[config.mk]
export PLATFORM = sky130hd
export DESIGN_NAME = occupancy_frontier_cell_detect
export DESIGN_NICKNAME = d
export VERILOG_FILES = /design/src/rtl/core/ofcd_pkg.sv /design/src/rtl/core/occupancy_frontier_cell_detect.sv
export SDC_FILE = /design/constraint.sdc
export NUM_CORES = 2
export LEC_CHECK = 0
export BUFFER_PORTS_ARGS = -buffer_cell sky130_fd_sc_hd__buf_4
export CORE_MARGIN = 2
export CORE_UTILIZATION = 44
export CTS_CLUSTER_DIAMETER = 200
export DETAILED_ROUTE_END_ITERATION = 7
export MAX_ROUTING_LAYER = met4
export PLACE_DENSITY_LB_ADDON = 0.1
export SYNTH_ARGS = -nofsm -noshare
export SYNTH_HDL_FRONTEND = slang
export SYNTH_MEMORY_MAX_BITS = 65536
export SYNTH_SLANG_ARGS = --single-unit
[constraint.sdc]
create_clock -name clk -period 27.9 [get_ports clk]
set_clock_uncertainty 0.15 [all_clocks]
set_input_delay 4.185 -clock clk [delete_from_list [all_inputs] [get_ports clk]]
set_output_delay 4.185 -clock clk [all_outputs]
set_load 0.01 [all_outputs]
[src/rtl/core/ofcd_pkg.sv]
// Package for the occupancy frontier cell detector.
// Holds the cell class type, register indexes, default sizes and the size clamp.
// No dependencies.
package ofcd_pkg;

  localparam int unsigned DEF_MAX_WIDTH  = 1024;
  localparam int unsigned DEF_MAX_HEIGHT = 1024;

  localparam int unsigned CFG_W   = 11;
  localparam int unsigned VALUE_W = 8;
  localparam int unsigned COORD_W = 10;
  localparam int unsigned OUT_W   = 24;

  localparam logic [VALUE_W-1:0] VALUE_UNKNOWN = 8'hFF;
  localparam logic [VALUE_W-1:0] VALUE_FREE    = 8'h00;

  localparam logic [CFG_W-1:0] DIM_RESET = 11'd1024;
  localparam int unsigned      DIM_MIN   = 3;

  typedef enum logic [1:0] {
    CLS_OCCUPIED = 2'd0,
    CLS_UNKNOWN  = 2'd1,
    CLS_FREE     = 2'd2
  } cls_t;

  typedef enum logic {
    REG_MAP_WIDTH  = 1'b0,
    REG_MAP_HEIGHT = 1'b1
  } reg_idx_t;

  function automatic int unsigned clamp_dim(input logic [CFG_W-1:0] v,
                                            input int unsigned maxv);
    int unsigned val;
    val = {{(32-CFG_W){1'b0}}, v};
    if (val < DIM_MIN) begin
      return DIM_MIN;
    end
    if (val > maxv) begin
      return maxv;
    end
    return val;
  endfunction

  function automatic cls_t classify(input logic [VALUE_W-1:0] v);
    if (v == VALUE_UNKNOWN) begin
      return CLS_UNKNOWN;
    end
    if (v == VALUE_FREE) begin
      return CLS_FREE;
    end
    return CLS_OCCUPIED;
  endfunction

endpackage

[src/rtl/core/occupancy_frontier_cell_detect.sv]
// Frontier cell detector over a raster-ordered occupancy grid stream.
// Uses ofcd_pkg for cell classes, register indexes and the size clamp.
//
//   channel  | group                     | request carries
//   ---------+---------------------------+---------------------------------------
//   input    | in_tvalid/tready/tdata    | occupancy_value
//   result   | out_tvalid/tready/tdata   | is_frontier, cell_x, cell_y; tlast
//   config   | cfg_we/cfg_addr/cfg_wdata | map_width (0), map_height (1)
//
// One cell is accepted per cycle while the result is not stalled; an interior cell's result is
// registered in order: first the line buffer read, then the window update.
// The two line buffers share one memory of MAX_WIDTH words, read at the accepted
// column and written back when the cell leaves the read stage.
// rst_n clears the counters, the pipeline valids and the window; the line buffer
// memory is not cleared. A stalled result holds the window stage and the input.
module occupancy_frontier_cell_detect #(
  parameter int unsigned MAX_WIDTH  = ofcd_pkg::DEF_MAX_WIDTH,
  parameter int unsigned MAX_HEIGHT = ofcd_pkg::DEF_MAX_HEIGHT
) (
  input  logic                        clk,
  input  logic                        rst_n,
  input  logic                        in_tvalid,
  output logic                        in_tready,
  // [7:0] occupancy_value
  input  logic [ofcd_pkg::VALUE_W-1:0] in_tdata,
  output logic                        out_tvalid,
  input  logic                        out_tready,
  // [0] is_frontier, [10:1] cell_x, [20:11] cell_y, [23:21] zero
  output logic [ofcd_pkg::OUT_W-1:0]   out_tdata,
  output logic                        out_tlast,
  input  logic                        cfg_we,
  input  logic                        cfg_addr,
  input  logic [ofcd_pkg::CFG_W-1:0]   cfg_wdata
);
  import ofcd_pkg::*;

  localparam int unsigned CW = $clog2(MAX_WIDTH);
  localparam int unsigned RW = $clog2(MAX_HEIGHT);
  localparam logic [CW-1:0] W_LAST_RST = CW'(clamp_dim(DIM_RESET, MAX_WIDTH) - 1);
  localparam logic [RW-1:0] H_LAST_RST = RW'(clamp_dim(DIM_RESET, MAX_HEIGHT) - 1);

  logic [CW-1:0] w_last_r;
  logic [RW-1:0] h_last_r;
  logic [CW-1:0] col_r, col_nxt;
  logic [RW-1:0] row_r, row_nxt;

  logic [3:0] lbuf_mem [MAX_WIDTH];
  logic [3:0] rd_r;

  logic               s1_valid_r;
  cls_t               s1_cls_r;
  logic [CW-1:0]      s1_col_r;
  logic               s1_emit_r;
  logic               s1_last_r;
  logic [COORD_W-1:0] s1_x_r;
  logic [COORD_W-1:0] s1_y_r;

  cls_t win_r [9];
  cls_t win_nxt [9];
  logic frontier;

  logic               out_valid_r;
  logic               out_frontier_r;
  logic [COORD_W-1:0] out_x_r;
  logic [COORD_W-1:0] out_y_r;
  logic               out_last_r;

  logic in_acc;
  logic adv;
  logic s1_adv;
  cls_t in_cls;

  assign adv       = !out_valid_r || out_tready;
  assign s1_adv    = s1_valid_r && adv;
  assign in_tready = !s1_valid_r || adv;
  assign in_acc    = in_tvalid && in_tready;
  assign in_cls    = classify(in_tdata);

  always_comb begin
    col_nxt = col_r + CW'(1);
    row_nxt = row_r;
    if (col_r >= w_last_r) begin
      col_nxt = '0;
      row_nxt = (row_r >= h_last_r) ? '0 : row_r + RW'(1);
    end
  end

  always_ff @(posedge clk) begin
    if (!rst_n) begin
      w_last_r <= W_LAST_RST;
      h_last_r <= H_LAST_RST;
      col_r    <= '0;
      row_r    <= '0;
    end else if (cfg_we) begin
      case (cfg_addr)
        REG_MAP_WIDTH: begin
          w_last_r <= CW'(clamp_dim(cfg_wdata, MAX_WIDTH) - 1);
        end
        REG_MAP_HEIGHT: begin
          h_last_r <= RW'(clamp_dim(cfg_wdata, MAX_HEIGHT) - 1);
        end
        default: begin
        end
      endcase
      col_r <= '0;
      row_r <= '0;
    end else if (in_acc) begin
      col_r <= col_nxt;
      row_r <= row_nxt;
    end
  end

  // Word layout: [3:2] row two above, [1:0] row just above.
  always_ff @(posedge clk) begin
    if (in_acc) begin
      rd_r <= lbuf_mem[col_r];
    end
    if (s1_adv) begin
      lbuf_mem[s1_col_r] <= {rd_r[1:0], s1_cls_r};
    end
  end

  always_ff @(posedge clk) begin
    if (!rst_n) begin
      s1_valid_r <= 1'b0;
    end else if (in_acc) begin
      s1_valid_r <= 1'b1;
    end else if (s1_adv) begin
      s1_valid_r <= 1'b0;
    end
  end

  always_ff @(posedge clk) begin
    if (in_acc) begin
      s1_cls_r  <= in_cls;
      s1_col_r  <= col_r;
      s1_emit_r <= (col_r >= CW'(2)) && (row_r >= RW'(2));
      s1_last_r <= (col_r == w_last_r) && (row_r == h_last_r);
      s1_x_r    <= COORD_W'({{(32-CW){1'b0}}, col_r} - 32'd1);
      s1_y_r    <= COORD_W'({{(32-RW){1'b0}}, row_r} - 32'd1);
    end
  end

  always_comb begin
    win_nxt[0] = win_r[1];
    win_nxt[1] = win_r[2];
    win_nxt[2] = cls_t'(rd_r[3:2]);
    win_nxt[3] = win_r[4];
    win_nxt[4] = win_r[5];
    win_nxt[5] = cls_t'(rd_r[1:0]);
    win_nxt[6] = win_r[7];
    win_nxt[7] = win_r[8];
    win_nxt[8] = s1_cls_r;
    frontier = 1'b0;
    for (int i = 0; i < 9; i++) begin
      if (i != 4 && win_nxt[i] == CLS_UNKNOWN) begin
        frontier = 1'b1;
      end
    end
    frontier = frontier && (win_nxt[4] == CLS_FREE);
  end

  always_ff @(posedge clk) begin
    if (!rst_n) begin
      for (int i = 0; i < 9; i++) begin
        win_r[i] <= CLS_OCCUPIED;
      end
    end else if (s1_adv) begin
      for (int i = 0; i < 9; i++) begin
        win_r[i] <= win_nxt[i];
      end
    end
  end

  always_ff @(posedge clk) begin
    if (!rst_n) begin
      out_valid_r <= 1'b0;
    end else if (adv) begin
      out_valid_r <= s1_valid_r && s1_emit_r;
    end
  end

  always_ff @(posedge clk) begin
    if (s1_adv) begin
      out_frontier_r <= frontier;
      out_x_r        <= s1_x_r;
      out_y_r        <= s1_y_r;
      out_last_r     <= s1_last_r;
    end
  end

  assign out_tvalid = out_valid_r;
  assign out_tdata  = {3'b000, out_y_r, out_x_r, out_frontier_r};
  assign out_tlast  = out_last_r;

endmodule
[Word-level counts from Yosys, hierarchy flattened]
Memories as Yosys holds them, arrays and structs flattened. A register that Yosys moved wholly into a read port is not among the register bits.
Cells that the tools add are included.
Cells by class
  multiplexer cells: 61
  eq/ne operators: 12
  add/subtract/negate cells: 6
  bitwise gates (word level): 11
  order comparisons: 6
  reductions and logical operators: 16
Operators with widths (number)
  $mux 10: 12
  $sub 10x1->10 const B: 4
  $mux 1: 34
  $mux 2: 15
  $add 10x1->10 const B: 2
  $eq 10x10->1: 2
  $ge 10x10->1: 2
  $ge 10x2->1 const B: 2
  $eq 2x1->1 const B: 8
  $gt 11x11->1 const B: 1
  $lt 11x2->1 const B: 1
  $or 1x1->1: 9
  $eq 8x8->1 const B: 1
  $logic_not 8->1: 1
  $logic_and 1x1->1: 6
  $reduce_and 2->1: 3
  $eq 2x2->1 const B: 1
  $logic_not 1->1: 2
  $logic_or 1x1->1: 2
  $not 1->1: 2
  $reduce_bool 2->1: 1
  $reduce_or 2->1: 1
Word-level totals
  logic and storage cells: 130
  bits in registers: 98
  output and inout bits: 27
  memories: 2
  RAM bits: 4114
  input bits: 25
Memory list
  lbuf_mem: depth 1024, width 4, read ports 1, clocked after memory_dff 1, wr ports 1, line occupancy_frontier_cell_detect.sv:47  | logic [3:0] lbuf_mem [MAX_WIDTH];
  win_r: depth 9, width 2, read ports 6, clocked after memory_dff 0, wr ports 9, line occupancy_frontier_cell_detect.sv:58  | cls_t win_r [9];

[Logic depth before layout (Yosys ltp)]
  depth after elaboration: 15
  gate-level depth with buffers: 18
  mapped depth without buffers: 11

[Least setup slack after synthesis]
No wires, ideal clock.
  kind: reg-to-reg
  start: register s1_cls_r[1]
  end: memory lbuf_mem[0][1] (data pin)
  arrival time: 12.042 ns
  cell stages (with the launch flop): 1
  required time: 25.074 ns
  slack: 13.032 ns
  cell sequence: edfxtp_1
RTL lines
  start, declared: line occupancy_frontier_cell_detect.sv:51  | cls_t s1_cls_r;
  start signal, assigned: line occupancy_frontier_cell_detect.sv:135  | s1_cls_r <= in_cls;
  end, declared: line occupancy_frontier_cell_detect.sv:47
Straight into the memory's write port.

[Worst setup path in the final report]
  start: input port out_tready
  end: output port in_tready
Between the ends
  longest elaborated chain between the ends: 2
Ends and longest elaborated chain
  start, declared: line occupancy_frontier_cell_detect.sv:27  | input logic out_tready,
  $logic_or 1x1->1: line occupancy_frontier_cell_detect.sv:73  | assign adv = !out_valid_r || out_tready;
  $logic_or 1x1->1: line occupancy_frontier_cell_detect.sv:75  | assign in_tready = !s1_valid_r || adv;
  end, declared: line occupancy_frontier_cell_detect.sv:23  | output logic in_tready,
No other way between the ends.

==> out/summary.txt <==
YOSYS
-----------------------------------------------------------------------------------------------
Share of the yosys chip area belonging to registers                                       0.761
Average cell area after synthesis                                                      20.1 um2
Post-synthesis cell type count                                                               72
Yosys top cell area share                                                                 0.756
Most repeated cell in the gate-level netlist after synthesis                           edfxtp_1
Primary FF master, synth                                                               edfxtp_1
Post-synthesis sequential element count                                                   4,210
Most frequent cells after synthesis                                                edfxtp_1 (4,168), nor2_1 (1,108), mux4_2 (1,043), clkbuf_1 (301), nand2_1 (169)
Cell types occupying the most area after synthesis                                 edfxtp_1 (76%), mux4_2 (14%), nor2_1 (2.5%)
Post-synth EDFFs                                                                          4,168
Cell type with the largest total area after synthesis                                  edfxtp_1
Ys Warns                                                                                      0
Post-synthesis instance area                                                        166,000 um2
Share of synthesized registers carrying an async set or reset                                 0
Post-synthesis cell count                                                                 8,258

PWR
-----------------------------------------------------------------------------------------------
Maximum vdd ir drop                                                                   0.0537 mV
Total power of the final layout                                                         13.2 mW
Power Dens Cells                                                                    70.9 nW/um2
Static leakage power                                                                    56.0 nW

GLOBAL ROUTING
-----------------------------------------------------------------------------------------------
Initial antenna violation count                                                              36
Wire length of the first global-routing pass                                         677,000 um
GR Util All Layers                                                                        0.261
Number of global-route vias before repair                                                85,300
Largest net degree at the start of global routing                                           213
GRT Residual Overflow                                                                         0

FLOORPLANNING
-----------------------------------------------------------------------------------------------
Area of the core region                                                             375,000 um2
Initial core utilization                                                                  0.441
I/O pin cnt                                                                                  52
Die extent in y                                                                          618 um
Die Width                                                                                618 um
FP Rows                                                                                     225
Area enclosed by the die boundary                                                   381,000 um2

LAYOUT
-----------------------------------------------------------------------------------------------
Core utilization of the finished layout                                                   0.497
Synth-to-layout area growth                                                               12.5%
Final net count                                                                           8,437
Layout cells sized above 1                                                                0.235

CLOCKING
-----------------------------------------------------------------------------------------------
Sink Count                                                                                4,210
H-tree lvl count                                                                              5
TritonCTS clock tree                                                                       done
Number of buffers on the longest clock path                                                   4
Clock buffer count from CTS                                                                 437
Hold buffers post-CTS                                                                         0
Clock input transition at the sequential cells of the worst setup and hold paths        0.06 ns
Worst-Skew Late Latency                                                                 1.00 ns
# resized after CTS                                                                           0
Library cell used as clock root buffer                                                clkbuf_16
Number of setup buffers added after CTS                                                       0

TIMING
-----------------------------------------------------------------------------------------------
Post-layout min period                                                                  9.03 ns
Setup Viol. Count Final                                                                       0
Slew HR                                                                                  0.0206
Max Fclk                                                                                111 MHz
Final Cycle Share                                                                         0.324
RSZ-0062 raised after global routing                                                      false
Final Hold Violating Endpoints                                                                0
Hold WS                                                                                0.267 ns
Worst setup slack after layout                                                         18.87 ns
Transition time at the pin with the least slew margin                                   1.46 ns
Max-slew violation count                                                                      0
Accumulated negative setup slack                                                           0 ns

RUN STATUS
-----------------------------------------------------------------------------------------------
Outcome                                                                            finished clean

WORST SETUP PATH
-----------------------------------------------------------------------------------------------
Cell type with the highest occurrence count on the critical path                          buf_4
CP Max Fanout                                                                                 3
Class of the most critical setup path                                              input pin to primary output
Largest delay contributor family on the critical path                              buffers and inverters
CP cell instances                                                                  buf_4, nand3b_1, buf_4
Stage delay of the slowest cell on the critical path                                    0.21 ns
Kind of capture point of the worst setup path                                      primary output
Required time reported for the critical path endpoint                                  23.57 ns
Critical Path Slowest Stage Cell                                                       nand3b_1
Arrival time at the worst endpoint                                                      4.69 ns
Critical Path Start Type                                                              input pin
Buffers plus inverters on the worst setup path                                                2

PLACE
-----------------------------------------------------------------------------------------------
Half-perimeter wire length after detailed placement                                  282,000 um
Number of buffer cells added on primary ports                                                48
Gpl congestion                                                                            0.832
Post-Place Worst Slack                                                                 18.86 ns

ROUTING
-----------------------------------------------------------------------------------------------
Router iterations before antenna repair                                                       6
DRC                                                                                           0
Antenna-violating nets left                                                                   0
Avg WL per Cell                                                                         35.2 um
Ratio of routed vias to standard cells                                                     6.08
Overall via count from detail_route                                                      83,600
DRC marker count from the first detailed-route iteration                                 10,400
Total length of routed wires                                                         484,000 um

WORST HOLD PATH
-----------------------------------------------------------------------------------------------
Worst min-delay path category                                                      flop to flop

JOB
-----------------------------------------------------------------------------------------------
Max Cap Violations                                                                            0

[through the flow]
step                area (um2)  std cells
detailed placement      172000      12900
global route            186000      13800
CTS                     186000      13800
floorplan               166000       8260
finish                  186000      13800
global placement        172000      12900
[report_power, final]
part	switching [mW]	internal (mW)
clock	2.47	3.45
combinational	0.227	0.124
sequential	0.00587	6.94
total	2.70	10.5
[layer usage]
metal  up-vias  GRT usage  wire length, um
met5         -          -                0
met4         0     0.0784            15500
li1      34100          -                -
met1     45000      0.351           196000
met2      3740      0.411           235000
met3       748     0.0437            38100
[cell usage in the layout, fill, tap and decap left out, drive strengths merged, types with 10 or more instances in the layout]
cell type | synthesis | routed
o21ai | 26 | 26
mux2i | 168 | 168
clkinvlp | 0 | 20
dfxtp | 42 | 42
mux4 | 1043 | 1043
inv | 41 | 51
nor4 | 29 | 29
o22a | 21 | 21
and3 | 22 | 22
clkinv | 3 | 203
nand2 | 170 | 170
a21oi | 84 | 84
nand2b | 14 | 14
diode | 0 | 10
ha | 27 | 27
o211ai | 29 | 29
bufinv | 0 | 57
a22o | 19 | 19
and2 | 11 | 11
nand3 | 62 | 62
a22oi | 128 | 128
nor2b | 23 | 23
o22ai | 107 | 107
edfxtp | 4168 | 4168
mux2 | 20 | 20
nand4 | 17 | 17
a2111oi | 12 | 12
clkbuf | 301 | 525
xor2 | 19 | 19
nor3 | 42 | 42
a211oi | 23 | 23
o221ai | 31 | 31
nor2 | 1108 | 1108
a32oi | 10 | 10
xnor2 | 15 | 15
a221oi | 26 | 26
buf | 294 | 281
[kinds of logic (layout without fill, tap and decap cells)]
logic type               after synthesis  in the layout  synth area share
flip-flops                          4210           4210             0.761
AND/OR/NAND/NOR                     1536           1536            0.0383
multiplexers                        1231           1231             0.153
buffers and inverters                639           1137            0.0188
AO/OA/AOI/OAI                        580            580            0.0250
XOR/XNOR                              34             34           0.00180
adder cells (fa/ha/maj)               27             27           0.00204
other                                  1             13         0.0000226
[sequential cells by signal, indices dropped and copies added, names as in the netlist]
| signal | cells |
|---|---|
| row_r | 10 |
| s1_x_r | 10 |
| out_tlast | 1 |
| out_frontier_r | 1 |
| h_last_r | 10 |
| col_r | 10 |
| s1_y_r | 10 |
| s1_emit_r | 1 |
| out_y_r | 10 |
| lbuf_mem | 4096 |
| w_last_r | 10 |
| s1_last_r | 1 |
| win_r | 12 |
| out_x_r | 10 |
| s1_col_r | 10 |
| s1_cls_r | 2 |
| out_tvalid | 1 |
| rd_r | 4 |
| s1_valid_r | 1 |
[path summary, 6_finish.rpt]
| path | slack, ns | startpoint | cells past startpoint | to |
|---|---|---|---|---|
| setup / recovery | 18.87 | out_tready | 3 | in_tready |
| hold / removal | 0.27 | s1_x_r[4] | 0 | out_x_r[4] |
| setup reg to reg | 20.72 | col_r[0] | 11 | rd_r[3] |
| hold reg to reg | 0.27 | s1_x_r[4] | 0 | out_x_r[4] |
[layout make-up]
class,instances,area [um2]
Timing Repair Buffer,281,2350
Clock buffer,525,11500
Clock inverter,287,3000
Fill cell,30100,189000
Sequential cell,4210,126000
Inverter,44,173
Antenna cell,10,25.0
Multi-Input combinational cell,3411,37100
Tap cell,4994,6250
Power figures use the tool's default switching activity.
